### config.mk
export PLATFORM = sky130hd
export DESIGN_NAME = cascade_biquad_iir_filter
export DESIGN_NICKNAME = d
export VERILOG_FILES = /design/src/rtl/cbq_pkg.sv /design/src/rtl/cbq_ram.sv /design/src/rtl/cbq_mac.sv /design/src/rtl/cascade_biquad_iir_filter.sv
export SDC_FILE = /design/constraint.sdc
export NUM_CORES = 2
export LEC_CHECK = 0
export ABC_AREA = 1
export ABC_CLOCK_PERIOD_IN_PS = 10500
export BUFFER_PORTS_ARGS = -buffer_cell sky130_fd_sc_hd__buf_2
export CAP_MARGIN = 20
export CORE_MARGIN = 4
export CORE_UTILIZATION = 35
export DETAILED_ROUTE_END_ITERATION = 8
export GPL_ROUTABILITY_DRIVEN = 0
export PLACE_DENSITY = 0.57
export SYNTH_ARGS = -nofsm -noshare
export SYNTH_HDL_FRONTEND = slang
export SYNTH_SLANG_ARGS = --single-unit
### constraint.sdc
create_clock -name clk -period 10.5 [get_ports clk]
set_input_delay 0.525 -clock clk [delete_from_list [all_inputs] [get_ports clk]]
set_output_delay 0.525 -clock clk [all_outputs]
set_load 0.02 [all_outputs]
### src/rtl/cbq_pkg.sv
// Package for the cascaded biquad IIR filter.
// Holds shared widths, codes, rounding constants and control types.
// No dependencies; cbq_mac and the top level import it.
package cbq_pkg;

  localparam int SAMPLE_W  = 16;
  localparam int COEF_W    = 18;
  localparam int DATA_W    = 32;
  localparam int ACC_W     = 64;
  localparam int NS_W      = 4;
  localparam int SEC_IDX_W = 3;
  localparam int WHICH_W   = 2;
  localparam int CFG_IDX_W = 2;
  localparam int SEC_SH    = 14;
  localparam int OUT_SH    = 24;

  localparam logic FUNC_FILTER = 1'b0;
  localparam logic FUNC_LOAD   = 1'b1;

  localparam logic [WHICH_W-1:0] COEF_B1 = 2'd0;
  localparam logic [WHICH_W-1:0] COEF_B2 = 2'd1;
  localparam logic [WHICH_W-1:0] COEF_A1 = 2'd2;
  localparam logic [WHICH_W-1:0] COEF_A2 = 2'd3;

  localparam logic [CFG_IDX_W-1:0] CFG_NUM_SECTIONS = 2'd0;
  localparam logic [CFG_IDX_W-1:0] CFG_OUTPUT_SCALE = 2'd1;

  localparam logic [NS_W-1:0] NS_RESET = 4'd1;
  localparam logic signed [DATA_W-1:0] SCALE_RESET = 32'sd16777216;

  localparam logic signed [ACC_W-1:0] SEC_RND = 64'sd8192;
  localparam logic signed [ACC_W-1:0] OUT_RND = 64'sd8388608;
  localparam logic signed [ACC_W-1:0] SEC_HI  = 64'sd2147483647;
  localparam logic signed [ACC_W-1:0] SEC_LO  = -64'sd2147483648;
  localparam logic signed [ACC_W-1:0] OUT_HI  = 64'sd32767;
  localparam logic signed [ACC_W-1:0] OUT_LO  = -64'sd32768;

  typedef enum logic [2:0] {
    S_IDLE,
    S_MUL,
    S_WB,
    S_OMUL,
    S_ORND
  } state_t;

  typedef enum logic [1:0] {
    ACC_HOLD,
    ACC_INIT,
    ACC_ADD
  } acc_op_t;

  typedef struct packed {
    logic    mul_en;
    logic    mul_neg;
    acc_op_t acc_op;
    logic    out_mode;
  } mac_ctl_t;

endpackage

### src/rtl/cbq_ram.sv
// Generic single-write, single-read RAM with registered read data.
// Read data holds its value while no read is issued. No dependencies.
module cbq_ram #(
  parameter int WIDTH = 32,
  parameter int DEPTH = 16,
  localparam int AW = (DEPTH > 1) ? $clog2(DEPTH) : 1
) (
  input  logic             clk,
  input  logic             we,
  input  logic [AW-1:0]    waddr,
  input  logic [WIDTH-1:0] wdata,
  input  logic             re,
  input  logic [AW-1:0]    raddr,
  output logic [WIDTH-1:0] rdata
);

  logic [WIDTH-1:0] mem [DEPTH];
  logic [WIDTH-1:0] rdata_r;

  always_ff @(posedge clk) begin
    if (we) begin
      mem[waddr] <= wdata;
    end
    if (re) begin
      rdata_r <= mem[raddr];
    end
  end

  assign rdata = rdata_r;

endmodule

### src/rtl/cbq_mac.sv
// Shared multiply-accumulate unit with rounding and saturation.
// One 32x32 multiplier feeds a 64-bit accumulator; depends on cbq_pkg.
module cbq_mac (
  input  logic                                 clk,
  input  cbq_pkg::mac_ctl_t                    ctl,
  input  logic signed [cbq_pkg::DATA_W-1:0]    op_a,
  input  logic signed [cbq_pkg::DATA_W-1:0]    op_b,
  input  logic signed [cbq_pkg::DATA_W-1:0]    init_x,
  output logic signed [cbq_pkg::DATA_W-1:0]    sec_y,
  output logic                                 sec_sat,
  output logic signed [cbq_pkg::SAMPLE_W-1:0]  out_y,
  output logic                                 out_sat
);
  import cbq_pkg::*;

  logic signed [ACC_W-1:0] prod_r, prod_nxt;
  logic                    neg_r, neg_nxt;
  logic signed [ACC_W-1:0] acc_r, acc_nxt;
  logic signed [ACC_W-1:0] sum;
  logic signed [ACC_W-1:0] sec_sh;
  logic signed [ACC_W-1:0] out_sh;
  logic signed [ACC_W-1:0] init_ext;

  assign init_ext = {{(ACC_W-DATA_W){init_x[DATA_W-1]}}, init_x};
  assign sum      = acc_r + (neg_r ? -prod_r : prod_r);
  assign sec_sh   = sum >>> SEC_SH;
  assign out_sh   = sum >>> OUT_SH;

  always_comb begin
    prod_nxt = prod_r;
    neg_nxt  = neg_r;
    if (ctl.mul_en) begin
      prod_nxt = op_a * op_b;
      neg_nxt  = ctl.mul_neg;
    end
  end

  always_comb begin
    case (ctl.acc_op)
      ACC_INIT: acc_nxt = ctl.out_mode ? OUT_RND : (init_ext <<< SEC_SH) + SEC_RND;
      ACC_ADD:  acc_nxt = sum;
      default:  acc_nxt = acc_r;
    endcase
  end

  always_comb begin
    sec_sat = 1'b1;
    if (sec_sh > SEC_HI) begin
      sec_y = SEC_HI[DATA_W-1:0];
    end else if (sec_sh < SEC_LO) begin
      sec_y = SEC_LO[DATA_W-1:0];
    end else begin
      sec_y   = sec_sh[DATA_W-1:0];
      sec_sat = 1'b0;
    end
  end

  always_comb begin
    out_sat = 1'b1;
    if (out_sh > OUT_HI) begin
      out_y = OUT_HI[SAMPLE_W-1:0];
    end else if (out_sh < OUT_LO) begin
      out_y = OUT_LO[SAMPLE_W-1:0];
    end else begin
      out_y   = out_sh[SAMPLE_W-1:0];
      out_sat = 1'b0;
    end
  end

  always_ff @(posedge clk) begin
    prod_r <= prod_nxt;
    neg_r  <= neg_nxt;
    acc_r  <= acc_nxt;
  end

endmodule

### src/rtl/cascade_biquad_iir_filter.sv
// Top level of the cascaded direct form 1 biquad IIR filter.
// Uses cbq_pkg, cbq_ram for coefficient and history storage, cbq_mac for arithmetic.
//
// The input channel carries either a coefficient load (func 1) or a sample
// to filter (func 0). A load gives no result. A sample runs through the
// active sections one after another on a single shared multiply-accumulate
// unit: each section has four product steps and one write-back step, and
// the final output scaling has two steps (scale multiply, then round).
// The result is loaded into the output register at the same edge at which
// in_ready rises; no new item is taken while a sample is in flight. The
// shared multiplier and the one-read coefficient memory port are why the
// sections and their products run one after another.
// The output register holds a result until the receiver takes it; a new
// item may be transferred meanwhile, and only a sample that finishes while
// the previous result still waits is held back until the receiver drains.
// Configuration writes take effect at once and are meant for idle periods.
// After reset all coefficients and history read as zero through valid
// bits, so no clearing pass is needed; num_sections is 1 and output_scale 1.0.
module cascade_biquad_iir_filter #(
  parameter int MAX_SECTIONS = 8
) (
  input  logic                                  clk,
  input  logic                                  rst_n,
  input  logic                                  in_valid,
  output logic                                  in_ready,
  input  logic                                  in_func,
  input  logic signed [cbq_pkg::SAMPLE_W-1:0]   in_sample_in,
  input  logic [cbq_pkg::SEC_IDX_W-1:0]         in_coef_section,
  input  logic [cbq_pkg::WHICH_W-1:0]           in_coef_which,
  input  logic signed [cbq_pkg::COEF_W-1:0]     in_coef_value,
  output logic                                  out_valid,
  input  logic                                  out_ready,
  output logic signed [cbq_pkg::SAMPLE_W-1:0]   out_sample_out,
  output logic                                  out_saturated,
  input  logic                                  cfg_we,
  input  logic [cbq_pkg::CFG_IDX_W-1:0]         cfg_index,
  input  logic [cbq_pkg::DATA_W-1:0]            cfg_wdata
);
  import cbq_pkg::*;

  localparam int SEC_W      = (MAX_SECTIONS > 1) ? $clog2(MAX_SECTIONS) : 1;
  localparam int COEF_DEPTH = 4 * MAX_SECTIONS;
  localparam int CA_W       = $clog2(COEF_DEPTH);
  localparam int HIST_W     = 2 * DATA_W;

  state_t state_r, state_nxt;
  logic [SEC_W-1:0]   j_r, j_nxt, last_r, last_nxt, j_inc;
  logic [WHICH_W-1:0] k_r, k_nxt;
  logic signed [DATA_W-1:0]   x0_r, x0_nxt, x1_r, x1_nxt, x2_r, x2_nxt;
  logic signed [SAMPLE_W-1:0] ih0_r, ih0_nxt, ih1_r, ih1_nxt;
  logic sat_r, sat_nxt;
  logic out_valid_r, out_valid_nxt;
  logic signed [SAMPLE_W-1:0] out_sample_r, out_sample_nxt;
  logic out_sat_r, out_sat_nxt;
  logic [NS_W-1:0] num_sections_r;
  logic signed [DATA_W-1:0] output_scale_r;
  logic [COEF_DEPTH-1:0]   coef_vld_r;
  logic [MAX_SECTIONS-1:0] hist_vld_r;
  logic coef_rv_r, hist_rv_r;

  logic accept_in, accept_smp, accept_load, can_out;
  logic            coef_we, coef_re;
  logic [CA_W-1:0] coef_waddr, coef_raddr;
  logic [COEF_W-1:0] coef_rdata;
  logic             hist_we, hist_re;
  logic [SEC_W-1:0] hist_raddr;
  logic [HIST_W-1:0] hist_wdata, hist_rdata;
  logic signed [DATA_W-1:0] coef_word, hist_y1, hist_y2;
  logic signed [DATA_W-1:0] op_a, op_b;
  mac_ctl_t mac_ctl;
  logic signed [DATA_W-1:0]   sec_y;
  logic                       sec_sat;
  logic signed [SAMPLE_W-1:0] out_y;
  logic                       out_sat;

  assign in_ready    = (state_r == S_IDLE);
  assign accept_in   = in_valid && in_ready;
  assign accept_smp  = accept_in && (in_func == FUNC_FILTER);
  assign accept_load = accept_in && (in_func == FUNC_LOAD) &&
                       (int'(in_coef_section) < MAX_SECTIONS);
  assign can_out     = !out_valid_r || out_ready;
  assign j_inc       = j_r + 1'b1;

  assign coef_we    = accept_load;
  assign coef_waddr = CA_W'({in_coef_section, in_coef_which});
  assign hist_wdata = {hist_y1, sec_y};

  assign coef_word = coef_rv_r ?
      {{(DATA_W-COEF_W){coef_rdata[COEF_W-1]}}, coef_rdata} : '0;
  assign hist_y1 = hist_rv_r ? hist_rdata[DATA_W-1:0] : '0;
  assign hist_y2 = hist_rv_r ? hist_rdata[HIST_W-1:DATA_W] : '0;

  cbq_ram #(.WIDTH(COEF_W), .DEPTH(COEF_DEPTH)) u_coef_ram (
    .clk   (clk),
    .we    (coef_we),
    .waddr (coef_waddr),
    .wdata (in_coef_value),
    .re    (coef_re),
    .raddr (coef_raddr),
    .rdata (coef_rdata)
  );

  cbq_ram #(.WIDTH(HIST_W), .DEPTH(MAX_SECTIONS)) u_hist_ram (
    .clk   (clk),
    .we    (hist_we),
    .waddr (j_r),
    .wdata (hist_wdata),
    .re    (hist_re),
    .raddr (hist_raddr),
    .rdata (hist_rdata)
  );

  cbq_mac u_mac (
    .clk     (clk),
    .ctl     (mac_ctl),
    .op_a    (op_a),
    .op_b    (op_b),
    .init_x  (x0_r),
    .sec_y   (sec_y),
    .sec_sat (sec_sat),
    .out_y   (out_y),
    .out_sat (out_sat)
  );

  always_comb begin
    state_nxt = state_r;
    case (state_r)
      S_IDLE: begin
        if (accept_smp) state_nxt = S_MUL;
      end
      S_MUL: begin
        if (k_r == COEF_A2) state_nxt = S_WB;
      end
      S_WB: begin
        state_nxt = (j_r == last_r) ? S_OMUL : S_MUL;
      end
      S_OMUL: state_nxt = S_ORND;
      S_ORND: begin
        if (can_out) state_nxt = S_IDLE;
      end
      default: state_nxt = S_IDLE;
    endcase
  end

  always_comb begin
    coef_re    = 1'b0;
    coef_raddr = '0;
    hist_re    = 1'b0;
    hist_raddr = '0;
    hist_we    = 1'b0;
    mac_ctl    = '{mul_en: 1'b0, mul_neg: 1'b0, acc_op: ACC_HOLD, out_mode: 1'b0};
    op_a       = coef_word;
    op_b       = x1_r;
    case (state_r)
      S_IDLE: begin
        if (accept_smp) begin
          coef_re = 1'b1;
          hist_re = 1'b1;
        end
      end
      S_MUL: begin
        mac_ctl.mul_en  = 1'b1;
        mac_ctl.mul_neg = (k_r == COEF_A1) || (k_r == COEF_A2);
        mac_ctl.acc_op  = (k_r == COEF_B1) ? ACC_INIT : ACC_ADD;
        case (k_r)
          COEF_B1: op_b = x1_r;
          COEF_B2: op_b = x2_r;
          COEF_A1: op_b = hist_y1;
          COEF_A2: op_b = hist_y2;
          default: op_b = x1_r;
        endcase
        if (k_r != COEF_A2) begin
          coef_re    = 1'b1;
          coef_raddr = CA_W'({j_r, WHICH_W'(k_r + 1'b1)});
        end
      end
      S_WB: begin
        hist_we = 1'b1;
        if (j_r != last_r) begin
          coef_re    = 1'b1;
          coef_raddr = CA_W'({j_inc, COEF_B1});
          hist_re    = 1'b1;
          hist_raddr = j_inc;
        end
      end
      S_OMUL: begin
        mac_ctl.mul_en   = 1'b1;
        mac_ctl.acc_op   = ACC_INIT;
        mac_ctl.out_mode = 1'b1;
        op_a             = output_scale_r;
        op_b             = x0_r;
      end
      S_ORND: mac_ctl.out_mode = 1'b1;
      default: ;
    endcase
  end

  always_comb begin
    j_nxt          = j_r;
    k_nxt          = k_r;
    last_nxt       = last_r;
    x0_nxt         = x0_r;
    x1_nxt         = x1_r;
    x2_nxt         = x2_r;
    ih0_nxt        = ih0_r;
    ih1_nxt        = ih1_r;
    sat_nxt        = sat_r;
    out_sample_nxt = out_sample_r;
    out_sat_nxt    = out_sat_r;
    out_valid_nxt  = out_ready ? 1'b0 : out_valid_r;
    case (state_r)
      S_IDLE: begin
        if (accept_smp) begin
          x0_nxt  = {{(DATA_W-SAMPLE_W){in_sample_in[SAMPLE_W-1]}}, in_sample_in};
          x1_nxt  = {{(DATA_W-SAMPLE_W){ih0_r[SAMPLE_W-1]}}, ih0_r};
          x2_nxt  = {{(DATA_W-SAMPLE_W){ih1_r[SAMPLE_W-1]}}, ih1_r};
          ih1_nxt = ih0_r;
          ih0_nxt = in_sample_in;
          sat_nxt = 1'b0;
          j_nxt   = '0;
          k_nxt   = COEF_B1;
          if (num_sections_r == '0) begin
            last_nxt = '0;
          end else if (int'(num_sections_r) > MAX_SECTIONS) begin
            last_nxt = SEC_W'(MAX_SECTIONS - 1);
          end else begin
            last_nxt = SEC_W'(int'(num_sections_r) - 1);
          end
        end
      end
      S_MUL: k_nxt = k_r + 1'b1;
      S_WB: begin
        x0_nxt  = sec_y;
        x1_nxt  = hist_y1;
        x2_nxt  = hist_y2;
        sat_nxt = sat_r | sec_sat;
        if (j_r != last_r) j_nxt = j_inc;
      end
      S_ORND: begin
        if (can_out) begin
          out_sample_nxt = out_y;
          out_sat_nxt    = sat_r | out_sat;
          out_valid_nxt  = 1'b1;
        end
      end
      default: ;
    endcase
  end

  always_ff @(posedge clk) begin
    if (!rst_n) begin
      state_r        <= S_IDLE;
      j_r            <= '0;
      k_r            <= COEF_B1;
      last_r         <= '0;
      ih0_r          <= '0;
      ih1_r          <= '0;
      out_valid_r    <= 1'b0;
      num_sections_r <= NS_RESET;
      output_scale_r <= SCALE_RESET;
      coef_vld_r     <= '0;
      hist_vld_r     <= '0;
      coef_rv_r      <= 1'b0;
      hist_rv_r      <= 1'b0;
    end else begin
      state_r     <= state_nxt;
      j_r         <= j_nxt;
      k_r         <= k_nxt;
      last_r      <= last_nxt;
      ih0_r       <= ih0_nxt;
      ih1_r       <= ih1_nxt;
      out_valid_r <= out_valid_nxt;
      if (cfg_we && (cfg_index == CFG_NUM_SECTIONS)) begin
        num_sections_r <= cfg_wdata[NS_W-1:0];
      end
      if (cfg_we && (cfg_index == CFG_OUTPUT_SCALE)) begin
        output_scale_r <= cfg_wdata;
      end
      if (coef_we) coef_vld_r[coef_waddr] <= 1'b1;
      if (hist_we) hist_vld_r[j_r] <= 1'b1;
      if (coef_re) coef_rv_r <= coef_vld_r[coef_raddr];
      if (hist_re) hist_rv_r <= hist_vld_r[hist_raddr];
    end
  end

  always_ff @(posedge clk) begin
    x0_r         <= x0_nxt;
    x1_r         <= x1_nxt;
    x2_r         <= x2_nxt;
    sat_r        <= sat_nxt;
    out_sample_r <= out_sample_nxt;
    out_sat_r    <= out_sat_nxt;
  end

  assign out_valid      = out_valid_r;
  assign out_sample_out = out_sample_r;
  assign out_saturated  = out_sat_r;

  // The section counter never runs past the last active section.
  a_sec_bound: assert property (@(posedge clk) disable iff (!rst_n)
    (state_r != S_IDLE) |-> (j_r <= last_r && int'(last_r) < MAX_SECTIONS))
    else $error("section counter out of range");

  // Coefficients are only written while no sample is in flight.
  a_coef_idle: assert property (@(posedge clk) disable iff (!rst_n)
    coef_we |-> (state_r == S_IDLE))
    else $error("coefficient write during filtering");

  // History is written once per section, only in the write-back step.
  a_hist_wb: assert property (@(posedge clk) disable iff (!rst_n)
    hist_we |-> (state_r == S_WB && k_r == COEF_B1))
    else $error("history write outside write-back");

  // A finished sample lands in the output register and the block goes idle.
  a_out_load: assert property (@(posedge clk) disable iff (!rst_n)
    (state_r == S_ORND && can_out) |=> (out_valid_r && state_r == S_IDLE))
    else $error("result not loaded into output register");

endmodule
==> impl_metrics.env <==
export IMPL_r2r_start="state_r[2]"
export IMPL_path_class="flip-flop to flip-flop"
export IMPL_crit_path_end_kind="flip-flop"
export IMPL_cp_max_fo=34
export IMPL_antenna_found_initial=16
export IMPL_setup_viol=0
export IMPL_power_switching_mw=14.9
export IMPL_clk_pin_slew_ns=0.07
export IMPL_power_frac_comb_pct=56.8
export IMPL_drc_errors=0
export IMPL_clock_path_buffers=4
export IMPL_synth_seq_cells=1535
export IMPL_cp_start_kind="flip-flop"
export IMPL_seq_area_frac_synth_pct=43.1
export IMPL_fin_setup_tns_ns=0
export IMPL_io_pins=98
export IMPL_holdWs_ns=0.0492
export IMPL_grt_pass1_wl_um=491000
export IMPL_clock_latency_ns=0.86
export IMPL_min_to="output_scale_r[26]"
export IMPL_syn_area_per_cell_um2=10.1
export IMPL_via_count=76000
export IMPL_clockPowerShare_pct=18.1
export IMPL_min_period_over_period_pct=96.3
export IMPL_finClkSkew_ns=0.0958
export IMPL_overflow=0
export IMPL_cts_made_buffers=171
export IMPL_synthFlopType="edfxtp_1"
export IMPL_synth_fa_ha_area_share_pct=23.9
export IMPL_internal_power_mw=17.2
export IMPL_drt_total_wl_um=331000
export IMPL_syn_area_um2=104000
export IMPL_postSynthNetCount=11700
export IMPL_htreeDepth=4
export IMPL_swShare_pct=46.4
export IMPL_synth_simple_area_share_pct=12.4
export IMPL_synthCells=10300
export IMPL_drt_iter0_drc=7388
export IMPL_min_delay_path_depth=3
export IMPL_fin_crit_ns=10.11
export IMPL_relSlewSlack_pct=16.4
export IMPL_outcome="finished, final reports clean"
export IMPL_synth_compound_area_share_pct=9.92
export IMPL_cts_tree="done"
export IMPL_grt_max_degree=230
export IMPL_async_reset_ff_share_pct=0
export IMPL_min_from="cfg_wdata[26]"
export IMPL_clock_fmax_mhz=98.9
export IMPL_area_delta_synth_final_pct=10.4
export IMPL_vias_per_cell=5.29
export IMPL_synth_edf_count=1413
export IMPL_report_final_slew_viol_count=0
export IMPL_synth_cell_type_count=61
export IMPL_fp_dieW_um=553
export IMPL_ctsResizeCount=0
export IMPL_hp_class="primary input to flip-flop"
export IMPL_start_util_pct=35.3
export IMPL_first_pass_iters=6
export IMPL_max_cap_violations=0
export IMPL_synthMuxAreaShare_pct=0.587
export IMPL_post_route_util_pct=39.0
export IMPL_netlist_top_cells_area="edfxtp_1, fa_1, inv_1"
export IMPL_arrival_ns=10.68
export IMPL_dieArea_um2=306000
export IMPL_ant_nets=0
export IMPL_r2r_end="u_mac.prod_r[57]"
export IMPL_worst_r2r_setup_slack_ns=0.39
export IMPL_worst_pin_slew_ns=1.25
export IMPL_hold_viol_final=0
export IMPL_rsz0062_at_grt="no"
export IMPL_cts_root_buf="clkbuf_16"
export IMPL_routedWlPerCell_um=23.0
export IMPL_layout_drive_gt1_share_pct=7.63
export IMPL_yosysTopAreaCellShare_pct=40.8
export IMPL_final_common_cell="inv_1"
export IMPL_die_y_um=553
export IMPL_yosysTopAreaCell="edfxtp_1"
export IMPL_cts_setup_buffers=0
export IMPL_seq_power_share_pct=25.2
export IMPL_clkSinkCount=1535
export IMPL_max_vdd_ir_drop_uv=480
export IMPL_hpwl_um=234000
export IMPL_worstPathRequired_ns=11.07
export IMPL_p_per_area_nw_per_um2=279
export IMPL_p_leak_nw=47.5
export IMPL_yosys_warnings=0
export IMPL_first_global_vias=77000
export IMPL_synth_top_family_by_area="adder cells"
export IMPL_synth_xor_area_share_pct=1.44
export IMPL_portBuffers=97
export IMPL_rows=199
export IMPL_core_um2=295000
export IMPL_reg2reg_depth=27
export IMPL_grt_total_usage_pct=21.2
export IMPL_layout_common_cells="inv_1, nand2_1, edfxtp_1, fa_1, nor2_1"
export IMPL_layout_nets=11700
-- through the flow --
stage	power (mW)	worst slack, ns	cells	instance area, um^2
detailed placement	26.0	0.666	14000	109000
CTS	31.9	0.649	14400	115000
finish	32.0	0.389	14400	115000
global placement	25.8	0.757	14000	109000
floorplan	20.2	1.20	10300	104000
global route	34.2	0.0921	14400	115000
-- cells by family (layout without fill, tap and decap cells) --
group	after synthesis	after routing
DFF	1535	1535
other	0	2
adders and majority gates	1337	1337
buffers and inverters	2349	2461
xor gates and xnor gates	170	170
muxes	61	61
and+or+nand+nor	3225	3225
AOI/OAI and AO/OA	1643	1643
-- registers in the layout, summed over array words and instances (netlist names), 2 cells and up --
signal            cells
ih1_r                16
u_hist_ram.mem      512
state_r               3
u_coef_ram.mem      576
last_r                3
x1_r                 32
x2_r                 32
hist_vld_r            8
u_hist_ram.rdata     64
output_scale_r       32
k_r                   2
x0_r                 32
u_mac.prod_r         64
coef_vld_r           32
u_coef_ram.rdata     18
j_r                   3
out_sample_out       16
u_mac.acc_r          64
ih0_r                16
num_sections_r        4
-- how the worst max path moves through the flow --
stage	slack [ns]	from	to	depth (start not counted)
after floorplan	1.20	state_r[0]	u_mac.prod_r[62]	31
after global placement	0.76	state_r[2]	u_mac.prod_r[39]	28
after detailed placement	0.67	state_r[2]	u_mac.prod_r[62]	25
after CTS	0.65	state_r[2]	u_mac.prod_r[62]	25
after global routing	0.09	k_r[0]	u_mac.prod_r[57]	28
final	0.39	state_r[2]	u_mac.prod_r[57]	27
-- synthesized netlist by cell type (all sizes together) (16+ instances only) --
library cell	count
o21ai	607
nand3	136
fa	1083
edfxtp	1413
clkbuf	392
xnor2	77
o22ai	58
a21oi	348
ha	254
inv	1849
nor2	1139
buf	91
xor2	93
nor3	31
o31ai	42
nand2	1852
o211ai	87
a31oi	152
dfxtp	122
clkinv	17
o221ai	151
nand4	22
a211oi	36
o32ai	25
nor4	16
o221a	100
mux2i	61
-- repair_timing --
item,CTS,global route
hold buffers,37,0
hold endpoints to repair,42,0
setup endpoints to repair,0,0
-- cell type report --
cell class,instances,area (um^2)
Timing Repair Buffer,295,2140
Clock inverter,82,709
Sequential cell,1535,44900
Multi-Input combinational cell,6436,50600
Fill cell,28800,180000
Inverter,1866,7020
Clock buffer,218,4620
Antenna cell,2,5.00
Tap cell,3919,4900
-- per-layer routing --
| metal | track usage (%) | vias to the layer above | share of wire [%] |
|---|---|---|---|
| li1 | - | 33500 | - |
| met1 | 27.5 | 38100 | 39 |
| met2 | 33.8 | 3441 | 46 |
| met3 | 4.15 | 851 | 8.8 |
| met4 | 10.7 | 22 | 5.9 |
| met5 | 0 | - | 0.044 |
-- critical path, cell delays in order, from the launching register on --
cell	delay, ns
dfxtp_1	0.46
nor2_4	0.08
nand2_4	0.41
nand2_1	0.50
o21ai_2	0.16
buf_4	0.35
clkinv_1	0.82
nand2_1	0.34
fa_1	0.49
fa_1	0.56
inv_1	0.06
fa_1	0.50
fa_1	0.57
fa_1	0.45
fa_1	0.52
fa_1	0.44
fa_1	0.48
ha_1	0.42
nand2_1	0.14
nor2_1	0.37
inv_1	0.20
nor3_1	0.41
nand3b_1	0.14
nand3_1	0.30
nand2_1	0.11
o211ai_1	0.21
a21oi_1	0.16
xor2_1	0.17
-- power by group through the flow --
stage	Sequential, mW	Clock [mW]	Combinational, mW
finish	8.06	5.79	18.2
global route	8.08	6.16	20.0
CTS	8.06	5.89	17.9
detailed placement	8.18	0	17.8
global placement	8.18	0	17.6
floorplan	8.09	0	12.2
Power figures use the tool's default switching activity.
